<file path="config.mk">
export PLATFORM = sky130hd
export DESIGN_NAME = deadline_ordered_timer_queue_core
export DESIGN_NICKNAME = d
export VERILOG_FILES = /design/src/hw/rtl/dotq_pkg.sv /design/src/hw/rtl/dotq_alu.sv /design/src/hw/rtl/dotq_store.sv /design/src/hw/rtl/deadline_ordered_timer_queue_core.sv
export SDC_FILE = /design/constraint.sdc
export NUM_CORES = 2
export LEC_CHECK = 0
export BUFFER_PORTS_ARGS = -buffer_cell sky130_fd_sc_hd__buf_2
export CELL_PAD_IN_SITES_DETAIL_PLACEMENT = 2
export CELL_PAD_IN_SITES_GLOBAL_PLACEMENT = 2
export CORE_AREA = 2 2 325 391
export DETAILED_ROUTE_END_ITERATION = 8
export DIE_AREA = 0 0 327 393
export GPL_TIMING_DRIVEN = 1
export PLACE_DENSITY = 0.76
export SYNTH_ARGS = -nofsm -noshare
export SYNTH_HDL_FRONTEND = slang
export SYNTH_SLANG_ARGS = --single-unit
</file>
<file path="constraint.sdc">
create_clock -name clk -period 10.8 [get_ports clk]
set_input_delay 2.16 -clock clk [delete_from_list [all_inputs] [get_ports clk]]
set_output_delay 2.16 -clock clk [all_outputs]
set_load 0.02 [all_outputs]
</file>
<file path="src/hw/rtl/dotq_pkg.sv">
// package for the deadline ordered timer queue
// types, codes and sizes shared by the store and top level
package dotq_pkg;

	localparam int DOTQ_TIMERS = 16;

	typedef enum logic [1:0] {
		KIND_START = 2'd0,
		KIND_POLL  = 2'd1,
		KIND_CLEAR = 2'd2
	} kind_t;

	typedef enum logic [1:0] {
		EV_FIRED  = 2'd0,
		EV_REPORT = 2'd1,
		EV_DONE   = 2'd2,
		EV_REJECT = 2'd3
	} event_t;

	typedef enum logic [2:0] {
		S_IDLE,
		S_INS,
		S_REM,
		S_CHK,
		S_OUT
	} state_t;

	typedef struct packed {
		logic [1:0]  kind;
		logic [31:0] now;
		logic [7:0]  timer_tag;
		logic [31:0] start_delay;
		logic [31:0] period;
		logic        repeat_req;
	} in_t;

	typedef struct packed {
		logic [1:0]  event_res;
		logic [7:0]  fired_tag;
		logic [31:0] remaining;
		logic        last;
	} out_t;

	typedef struct packed {
		logic [31:0] dl;
		logic [31:0] per;
		logic [7:0]  tag;
		logic        rep;
		logic        fired;
	} entry_t;

endpackage

</file>
<file path="src/hw/rtl/dotq_alu.sv">
// shared compare and subtract unit of the timer queue
// depends on nothing; gives a < b and b - a
module dotq_alu (
	input  logic [31:0] a,
	input  logic [31:0] b,
	output logic        lt,
	output logic [31:0] diff
);
	assign lt   = a < b;
	assign diff = b - a;
endmodule

</file>
<file path="src/hw/rtl/dotq_store.sv">
// timer slot store: one read and one write address per cycle
// depends on dotq_pkg for the entry type
module dotq_store #(
	parameter int TIMERS = dotq_pkg::DOTQ_TIMERS
) (
	input  logic                      clk,
	input  logic                      arst_n,
	input  logic [$clog2(TIMERS)-1:0] rd_idx,
	output dotq_pkg::entry_t          rd_data,
	input  logic                      we,
	input  logic [$clog2(TIMERS)-1:0] wr_idx,
	input  dotq_pkg::entry_t          wr_data,
	input  logic                      clr_fired
);
	import dotq_pkg::*;

	logic [31:0] dl_q  [TIMERS];
	logic [31:0] per_q [TIMERS];
	logic [7:0]  tag_q [TIMERS];
	logic        rep_q [TIMERS];
	logic [TIMERS-1:0] fired_q;

	always_ff @(posedge clk) begin
		if (we) begin
			dl_q[wr_idx]  <= wr_data.dl;
			per_q[wr_idx] <= wr_data.per;
			tag_q[wr_idx] <= wr_data.tag;
			rep_q[wr_idx] <= wr_data.rep;
		end
	end

	always_ff @(posedge clk or negedge arst_n) begin
		if (!arst_n) begin
			fired_q <= '0;
		end else if (clr_fired) begin
			fired_q <= '0;
		end else if (we) begin
			fired_q[wr_idx] <= wr_data.fired;
		end
	end

	assign rd_data = '{dl: dl_q[rd_idx], per: per_q[rd_idx], tag: tag_q[rd_idx],
		rep: rep_q[rd_idx], fired: fired_q[rd_idx]};
endmodule

</file>
<file path="src/hw/rtl/deadline_ordered_timer_queue_core.sv">
// top level of the deadline ordered timer queue: sequencer and output register
// depends on dotq_pkg, dotq_store and dotq_alu
//
// Keeps up to TIMERS timers sorted by deadline in a slot store walked one entry a
// cycle through a single compare/subtract unit. One item is handled at a time and
// in_stall stays high until its last result transfer. A start walks the entries
// that must move to open its slot, and a start on a full queue is rejected; clear
// resets the count. A poll, per fired timer, checks the head, removes it and, for a
// repeating timer, re-inserts it, gives one result, and ends with a report; a
// result is held while out_stall is high. No clearing pass is needed after reset.
module deadline_ordered_timer_queue_core #(
	parameter int TIMERS = dotq_pkg::DOTQ_TIMERS
) (
	input  logic           clk,
	input  logic           arst_n,
	input  logic           in_valid,
	output logic           in_stall,
	input  dotq_pkg::in_t  in_data,
	output logic           out_valid,
	input  logic           out_stall,
	output dotq_pkg::out_t out_data
);
	import dotq_pkg::*;

	localparam int IW = $clog2(TIMERS);
	localparam int CW = $clog2(TIMERS + 1);

	state_t state_q, state_d, ret_q;
	logic [CW-1:0] count_q, n_q;
	logic [IW-1:0] pos_q, rd_idx, wr_idx;
	logic [31:0]   now_q, ins_dl_q, ins_per_q;
	logic [7:0]    ins_tag_q;
	logic          ins_rep_q, ins_fired_q, is_poll_q;
	out_t          out_q;
	logic          out_valid_q;
	entry_t        rd_data, wr_data, ins_entry;
	logic          we, clr_fired;
	logic [31:0]   alu_a, alu_diff;
	logic          alu_lt, fire_ok, ins_done, rem_more;
	logic [CW-1:0] pos_up;

	dotq_store #(.TIMERS(TIMERS)) u_store (
		.clk      (clk),
		.arst_n   (arst_n),
		.rd_idx   (rd_idx),
		.rd_data  (rd_data),
		.we       (we),
		.wr_idx   (wr_idx),
		.wr_data  (wr_data),
		.clr_fired(clr_fired)
	);

	assign alu_a = (state_q == S_INS) ? ins_dl_q : now_q;

	dotq_alu u_alu (
		.a   (alu_a),
		.b   (rd_data.dl),
		.lt  (alu_lt),
		.diff(alu_diff)
	);

	assign ins_entry = '{dl: ins_dl_q, per: ins_per_q, tag: ins_tag_q, rep: ins_rep_q,
		fired: ins_fired_q};
	assign pos_up    = CW'(pos_q) + CW'(1);
	assign ins_done  = (pos_q == '0) || !alu_lt;
	assign rem_more  = pos_up < count_q;
	// head already fired this poll stops the sweep
	assign fire_ok   = (count_q != '0) && !rd_data.fired && !alu_lt && (n_q < CW'(TIMERS));
	assign wr_idx    = pos_q;

	always_comb begin
		state_d   = state_q;
		rd_idx    = '0;
		we        = 1'b0;
		wr_data   = rd_data;
		clr_fired = 1'b0;
		case (state_q)
			S_IDLE: begin
				if (in_valid) begin
					case (in_data.kind)
						KIND_START: state_d = (count_q == CW'(TIMERS)) ? S_OUT : S_INS;
						KIND_CLEAR: state_d = S_OUT;
						KIND_POLL: begin
							clr_fired = 1'b1;
							state_d   = S_CHK;
						end
						default: state_d = S_IDLE;
					endcase
				end
			end
			S_INS: begin
				rd_idx = pos_q - IW'(1);
				we     = 1'b1;
				if (ins_done) begin
					wr_data = ins_entry;
					state_d = S_OUT;
				end
			end
			S_REM: begin
				rd_idx = pos_up[IW-1:0];
				if (rem_more) begin
					we = 1'b1;
				end else begin
					state_d = ins_rep_q ? S_INS : S_OUT;
				end
			end
			S_CHK: state_d = fire_ok ? S_REM : S_OUT;
			S_OUT: begin
				if (!out_stall) begin
					state_d = ret_q;
				end
			end
			default: state_d = S_IDLE;
		endcase
	end

	always_ff @(posedge clk or negedge arst_n) begin
		if (!arst_n) begin
			state_q     <= S_IDLE;
			ret_q       <= S_IDLE;
			count_q     <= '0;
			n_q         <= '0;
			out_valid_q <= 1'b0;
			is_poll_q   <= 1'b0;
		end else begin
			state_q     <= state_d;
			out_valid_q <= (state_d == S_OUT);
			case (state_q)
				S_IDLE: begin
					if (in_valid) begin
						case (in_data.kind)
							KIND_START: begin
								is_poll_q <= 1'b0;
								ret_q     <= S_IDLE;
								if (count_q == CW'(TIMERS)) begin
									out_q <= '{event_res: EV_REJECT, fired_tag: '0,
										remaining: '0, last: 1'b1};
								end
							end
							KIND_CLEAR: begin
								count_q <= '0;
								ret_q   <= S_IDLE;
								out_q   <= '{event_res: EV_DONE, fired_tag: '0,
									remaining: '0, last: 1'b1};
							end
							KIND_POLL: begin
								is_poll_q <= 1'b1;
								n_q       <= '0;
							end
							default: ;
						endcase
					end
				end
				S_INS: begin
					if (ins_done) begin
						count_q <= count_q + CW'(1);
						if (is_poll_q) begin
							n_q   <= n_q + CW'(1);
							ret_q <= S_CHK;
							out_q <= '{event_res: EV_FIRED, fired_tag: ins_tag_q,
								remaining: '0, last: 1'b0};
						end else begin
							ret_q <= S_IDLE;
							out_q <= '{event_res: EV_DONE, fired_tag: '0,
								remaining: '0, last: 1'b1};
						end
					end
				end
				S_REM: begin
					if (!rem_more) begin
						count_q <= count_q - CW'(1);
						if (!ins_rep_q) begin
							n_q   <= n_q + CW'(1);
							ret_q <= S_CHK;
							out_q <= '{event_res: EV_FIRED, fired_tag: ins_tag_q,
								remaining: '0, last: 1'b0};
						end
					end
				end
				S_CHK: begin
					if (!fire_ok) begin
						ret_q <= S_IDLE;
						out_q <= '{event_res: EV_REPORT, fired_tag: '0,
							remaining: ((count_q != '0) && alu_lt) ? alu_diff : 32'd0,
							last: 1'b1};
					end
				end
				default: ;
			endcase
		end
	end

	// datapath registers, no reset needed
	always_ff @(posedge clk) begin
		case (state_q)
			S_IDLE: begin
				if (in_valid) begin
					now_q       <= in_data.now;
					ins_dl_q    <= in_data.period + in_data.start_delay + in_data.now;
					ins_per_q   <= in_data.period;
					ins_tag_q   <= in_data.timer_tag;
					ins_rep_q   <= in_data.repeat_req;
					ins_fired_q <= 1'b0;
					pos_q       <= count_q[IW-1:0];
				end
			end
			S_INS: begin
				if (!ins_done) begin
					pos_q <= pos_q - IW'(1);
				end
			end
			S_REM: begin
				if (rem_more) begin
					pos_q <= pos_up[IW-1:0];
				end else begin
					pos_q <= IW'(count_q - CW'(1));
				end
			end
			S_CHK: begin
				if (fire_ok) begin
					ins_dl_q    <= now_q + rd_data.per;
					ins_per_q   <= rd_data.per;
					ins_tag_q   <= rd_data.tag;
					ins_rep_q   <= rd_data.rep;
					ins_fired_q <= 1'b1;
					pos_q       <= '0;
				end
			end
			default: ;
		endcase
	end

	assign in_stall  = (state_q != S_IDLE);
	assign out_valid = out_valid_q;
	assign out_data  = out_q;

	a_count_bound: assert property (@(posedge clk) disable iff (!arst_n)
		count_q <= CW'(TIMERS)) else $error("queue count beyond capacity");
	a_idle_no_out: assert property (@(posedge clk) disable iff (!arst_n)
		(state_q == S_IDLE) |-> !out_valid_q) else $error("result pending while idle");
	a_fire_bound: assert property (@(posedge clk) disable iff (!arst_n)
		n_q <= CW'(TIMERS)) else $error("too many timers fired in one poll");
endmodule

</file>
======== Word level (Yosys, flattened, before mapping) ========
Memory sizes are Yosys's and may differ from the RTL's.
Index checks and enable logic that the tools add are counted.
cells by class
  add/subtract/negate cells ............... 9
  $lt $le $gt $ge ......................... 6
  equal/unequal tests ..................... 21
  multiplexer cells ....................... 78
  reductions and logical operators ........ 27
operators with widths
  kind                                                            number
  43-bit two-way mux                                              7
  32-bit two-way mux                                              6
  43-bit one-hot mux with 4 select lines                          1
  74-bit two-way mux                                              2
  32-bit one-hot mux with 2 select lines                          2
  32-bit adder                                                    3
  43-bit one-hot mux with 2 select lines                          1
  5-bit two-way mux                                               10
  3-bit two-way mux                                               13
  32-bit less-than comparator                                     1
  16-bit two-way mux                                              2
  32-bit subtractor                                               1
  5-bit one-hot mux with 3 select lines                           2
  2-bit inequality test (second input constant)                   9
  16-bit bitwise mux                                              1
  4-bit two-way mux                                               4
  8-bit two-way mux                                               2
  4-bit one-hot mux with 4 select lines                           1
  8-bit one-hot mux with 2 select lines                           1
  3-bit one-hot mux with 5 select lines                           1
  7-bit AND reduction                                             2
  1-bit two-way mux                                               12
  3-bit one-hot mux with 4 select lines                           1
  5-bit by 1-bit adder with 5-bit output (second input constant)  2
  other kinds (38)                                                54
word-level totals
  register bits ........................... 187
  memory bits (writable) .................. 1168
  bits of input ports ..................... 111
  logic and storage cells ................. 163
  memories ................................ 4
memory list
  memory         depth  bits a word  rd ports  clocked after Yosys merged registers in  write ports  line              source
  u_store.dl_q   16     32           1         0                                        1            dotq_store.sv:17  logic [31:0] dl_q [TIMERS];
  u_store.per_q  16     32           1         0                                        1            dotq_store.sv:18  logic [31:0] per_q [TIMERS];
  u_store.tag_q  16     8            1         0                                        1            dotq_store.sv:19  logic [7:0] tag_q [TIMERS];
  u_store.rep_q  16     1            1         0                                        1            dotq_store.sv:20  logic rep_q [TIMERS];

======== Logic depth before layout (Yosys ltp) ========
  depth in word-level cells ............... 11
  gate-level depth with buffers ........... 26

======== Cells and area by module ========
Synthesis repeated with hierarchy kept, for this count alone.
unflattened totals
  cell total of the unflattened synthesis .. 3450
  area, all modules ....................... 58745.1 µm²
by module, submodules not included
  module                             instances  cells an instance  area an instance (µm²)  seq. area each (µm²)
  dotq_store                         1          1891               44516.4                 35474.0
  deadline_ordered_timer_queue_core  1          1274               12359.4                 4994.8
  dotq_alu                           1          285                1869.3                  0.0

======== Worst setup path after synthesis ========
OpenSTA, ideal clock, no wires.
  path kind ............................... reg2reg
  start ................................... register pos_q[0]
  end ..................................... register out_q, in the netlist out_data[0], enable pin
  library setup time ...................... 497 ps
  data arrival time ....................... 8239 ps
  data required time ...................... 10303 ps
  slack ................................... 2064 ps
  stages on the path, launching flop included .. 22
  buffers on the path ..................... 3
  clock period less this slack ............ 8736 ps
  path through ............................ edfxtp_1 > clkbuf_1 > inv_1 > ha_1 > or3b_4 > a21oi_4 > buf_6 > buf_4 > mux4_2 > mux2_2 > a21oi_1 > ha_1 > inv_1 > fa_1 > a21o_1 > a21o_1 > a221oi_2 > o221ai_2 > a211oi_4 > nor3_2 > a211o_1 > nor3_1
between the ends
  word-level cells in the longest chain between the ends .. 10
RTL lines
  item                                                        line                                      source
  start: declaration                                          deadline_ordered_timer_queue_core.sv:30   logic [IW-1:0] pos_q, rd_idx, wr_idx;
  start signal: assignment                                    deadline_ordered_timer_queue_core.sv:204  pos_q <= count_q[IW-1:0];
  start signal: assignment                                    deadline_ordered_timer_queue_core.sv:209  pos_q <= pos_q - IW'(1);
  start signal: assignment                                    deadline_ordered_timer_queue_core.sv:214  pos_q <= pos_up[IW-1:0];
  branches (longest 9 deep; another with memory 16 x 32 bit)  n/a
  9-bit AND reduction (no line) (*)                           n/a
  end signal: assignment                                      deadline_ordered_timer_queue_core.sv:136  out_q <= '{event_res: EV_REJECT, fired_tag: '0,
  end signal: assignment                                      deadline_ordered_timer_queue_core.sv:143  out_q <= '{event_res: EV_DONE, fired_tag: '0,
  end signal: assignment                                      deadline_ordered_timer_queue_core.sv:160  out_q <= '{event_res: EV_FIRED, fired_tag: ins_tag_q,
  end: declaration                                            deadline_ordered_timer_queue_core.sv:34   out_t out_q;
Mark *: on every way between the ends. The select of a mux whose other input is x is not followed.
A chain may end at the register's enable or synchronous reset.

==> metrics.md <==
| Metric | Value |
|---|---|
| Fraction of the mapped netlist area in adder cells | `3.338%` |
| Final wirelength | `200300 µm` |
| Period Utilization, post-route | `79.57%` |
| Static leakage | `between 20 and 25 nW` |
| Drt first pass iters | `6` |
| Int Pwr | `14.71 mW` |
| Power, Total | `24.83 mW` |
| Final hold slack | `548.5 ps` |
| Die Span Y | `393 µm` |
| Met2 Use GR | `between 50% and 60%` |
| Setup Viol. Count Final | `0` |
| Sequential area share after synthesis | `68.15%` |
| Routed len/inst | `37.22 µm` |
| Critical path startpoint category | `flip-flop` |
| Starting Density | `about 48%` |
| Setup TNS | `0 ps` |
| Switching pwr | `around 10 mW` |
| H-tree depth | `4` |
| Die W | `327 µm` |
| Number of synthesized flops with an enable pin | `around 1.3k` |
| CTS Buf Count | `around 140` |
| Synth Flop Type | `edfxtp_1` |
| Clock sink count | `1353` |
| Largest family of logic cells by synthesized area | `multiplexers` |
| Gr busiest metal | `met2` |
| Critical Path Sink Type | `flip-flop` |
| Seq pwr share | `35.2%` |
| Mapped cell area | `0.05938 mm²` |
| Dpl hpwl | `125600 µm` |
| Syn Inst Count | `approximately 3.4k` |
| Starting DRT DRC Count | `3548` |
| CP dominant cell by count | `buf_4` |
| Largest net degree at the start of global routing | `124` |
| IO Pins | `156` |
| Commonest non-fill, non-tap cells in the layout | `1321 x edfxtp_1, 292 x mux4_2, 232 x nand2_1` |
| # rows | `142` |
| Max Slew Vio Count | `0` |
| Post-place setup slack | `2189 ps` |
| Pwr/cell area | `approximately 370 mW/mm²` |
| Sw Ratio | `slightly above 40%` |
| Total global-route track usage | `about a third` |
| Hold Path Class | `reg2reg` |
| Layout area overhead | `12.15%` |
| DRC viols | `0` |
| Synth async-reset ratio | `2.365%` |
| Core area | `0.1245 mm²` |
| Crit path max fanout | `44` |
| Fill cells | `10.77k` |
| F_max | `116.4 MHz` |
| Crit path max-delay cell type | `nor2_4` |
| Reg clk slew, reported paths | `70 ps` |
| Placer Congestion | `0.8562` |
| CTS resizes | `0` |
| Nets | `approximately 3.9k` |
| CP peak stage delay | `840 ps` |
| Worst-Skew Late Latency | `800 ps` |
| Mux share of post-synthesis cell area | `14.91%` |
| Antenna-violating nets left | `0` |
| Mean post-synth cell area | `17.41 µm²` |
| WP data required | `approximately 11000 ps` |
| Setup CP Type | `reg2reg` |
| Worst setup margin | `around 2200 ps` |
| Cell variety after synth | `between 80 and 90` |
| Status | `finished, final reports clean` |
| IR drop worst, VDD | `0.3446 mV` |
| Max-slew headroom | `5.113%` |
| Slew @ Worst Pin | `1423 ps` |
| Compound-Gate Fraction of Synth Area | `5.761%` |
| M3 GR Usage | `under 10%` |
| Synth Register Bits | `about 1.4k` |
| RSZ-0062 raised after global routing | `no` |
| Clock skew | `37.39 ps` |
| Clk network pwr share | `around a fifth` |
| Vias in the first global route | `between 30k and 40k` |
| Root Driver | `clkbuf_16` |
| Commonest non-fill, non-tap cell in the layout | `edfxtp_1` |
| Fin. Hold Viols | `0` |
| Max cap viols | `0` |
| Critical path arrival | `9020 ps` |
| Simple-Gate Fraction of Synth Area | `4.815%` |
| Initial antenna violation count | `10` |
| Share of cells above drive strength 1 | `22.70%` |
| Crit-path cells | `inv_1 > ha_1 > or3b_4 > a21oi_4 > buf_4 > buf_4 > mux4_2 > nor2b_1 > a211oi_1 > a21oi_1 > ha_1 > nand4_1 > nor2_1 > nand2_1 > nor3_1 > a22o_1 > nor3_2 > nor2_4 > buf_4 > mux2_1` |
| Met1 usage | `between 30% and 40%` |
| Vias | `34.66k` |
| Global route total overflow | `0` |
| Xor/xnor share of the synthesized area | `1.136%` |
| Post-CTS Setup Repair Bufs | `0` |
| Crit path time final | `approximately 8600 ps` |
| Number of synthesis warnings | `0` |
| IO Port Bufs | `155` |
| Combinational share of power | `45.2%` |
| Clock buffer depth | `3` |
| Net Count, Synth | `3659` |
| First-pass GRT wire length | `approximately 290000 µm` |
| Clock tree from TritonCTS | `built` |
| Full die area | `0.1285 mm²` |
| Vias per std cell | `6.443` |
| Hold-fix buffers, CTS | `0` |
-- registers in the layout, indices dropped and copies added (netlist names), 5 cells and up --
name             count
u_store.tag_q      128
u_store.dl_q       512
u_store.fired_q     16
now_q               32
count_q              5
u_store.per_q      512
ins_per_q           32
ins_dl_q            32
u_store.rep_q       16
ins_tag_q            8
out_data            43
n_q                  5
-- synthesized netlist by cell type (all sizes together) (34+ instances only) --
cell type / n / share of area [%]
o21ai: 81 / 0.68
mux2i: 128 / 2.4
a21o: 40 / 0.51
buf: 113 / 1.2
nor2: 122 / 0.79
a21oi: 188 / 1.6
mux2: 77 / 1.5
a211oi: 91 / 1.2
inv: 61 / 0.39
nor2b: 92 / 0.97
edfxtp: 1321 / 67
fa: 34 / 1.1
clkbuf: 51 / 0.32
nand2: 235 / 1.5
xnor2: 43 / 0.63
mux4: 292 / 11
ha: 104 / 2.2
xor2: 34 / 0.50
-- cell families after synthesis --
logic type	after synthesis
buffers and inverters	225
xor gates and xnor gates	77
muxes	497
adders and majority gates	138
and+or+nand+nor	595
DFF	1353
AOI/OAI and AO/OA	525
-- power groups by stage --
stage	Combinational [mW]	Sequential, mW	Clock, mW
global route	11.9	8.77	5.07
global placement	9.79	8.76	0
floorplan	7.22	8.67	0
finish	11.2	8.74	4.87
detailed placement	10.9	8.83	0
CTS	11.1	8.74	4.92
-- worst max-delay path, delay by kind of cell (launching register included) --
family          cells  cell delay [ps]
flops               1              600
simple gates        8             2630
compound gates      4              970
mux                 2             1200
fa+ha+maj           2              850
buf+inv             4             1870
-- cell type report --
type	instances	area (µm²)	area share [%]
repair buffers	230	1389	2.086
flip-flops and latches	1353	40470	60.77
well taps	1656	2072	3.112
inverters	61	230.2	0.3457
diodes	1	2.502	0.003758
clock inverters	78	625.6	0.9395
multi-input cells	1832	17950	26.95
clock buffers	169	3855	5.789
-- worst paths after layout --
kind,start,to,cells past startpoint,slack [ps]
setup / recovery,pos_q[0],u_store.dl_q[11][12],20,2210
hold / removal,u_store.fired_q[15],u_store.fired_q[15],2,550
setup reg to reg,pos_q[0],u_store.dl_q[11][12],20,2210
hold reg to reg,u_store.fired_q[15],u_store.fired_q[15],2,550
max in group asynchronous,arst_n,count_q[1],2,8960
min in group asynchronous,arst_n,out_valid,2,1420
-- through the flow --
stage | utilization [%] | cell area, µm² | instances
2_1_floorplan | - | 59380 | 3410
3_3_place_gp | 49.86 | 62100 | 5131
3_5_place_dp | 49.86 | 62100 | 5131
4_1_cts | 53.46 | 66580 | 5378
5_1_grt | 53.46 | 66590 | 5379
6_report | 53.47 | 66590 | 5380
-- layer usage --
| metal | share of wire, % | wire length, µm |
|---|---|---|
| met1 | 39 | 77570 |
| met2 | 51 | 102800 |
| met3 | 5.7 | 11320 |
| met4 | 4.3 | 8516 |
| met5 | 0.028 | 57 |
Note: power is estimated with default switching activity, not from simulation.
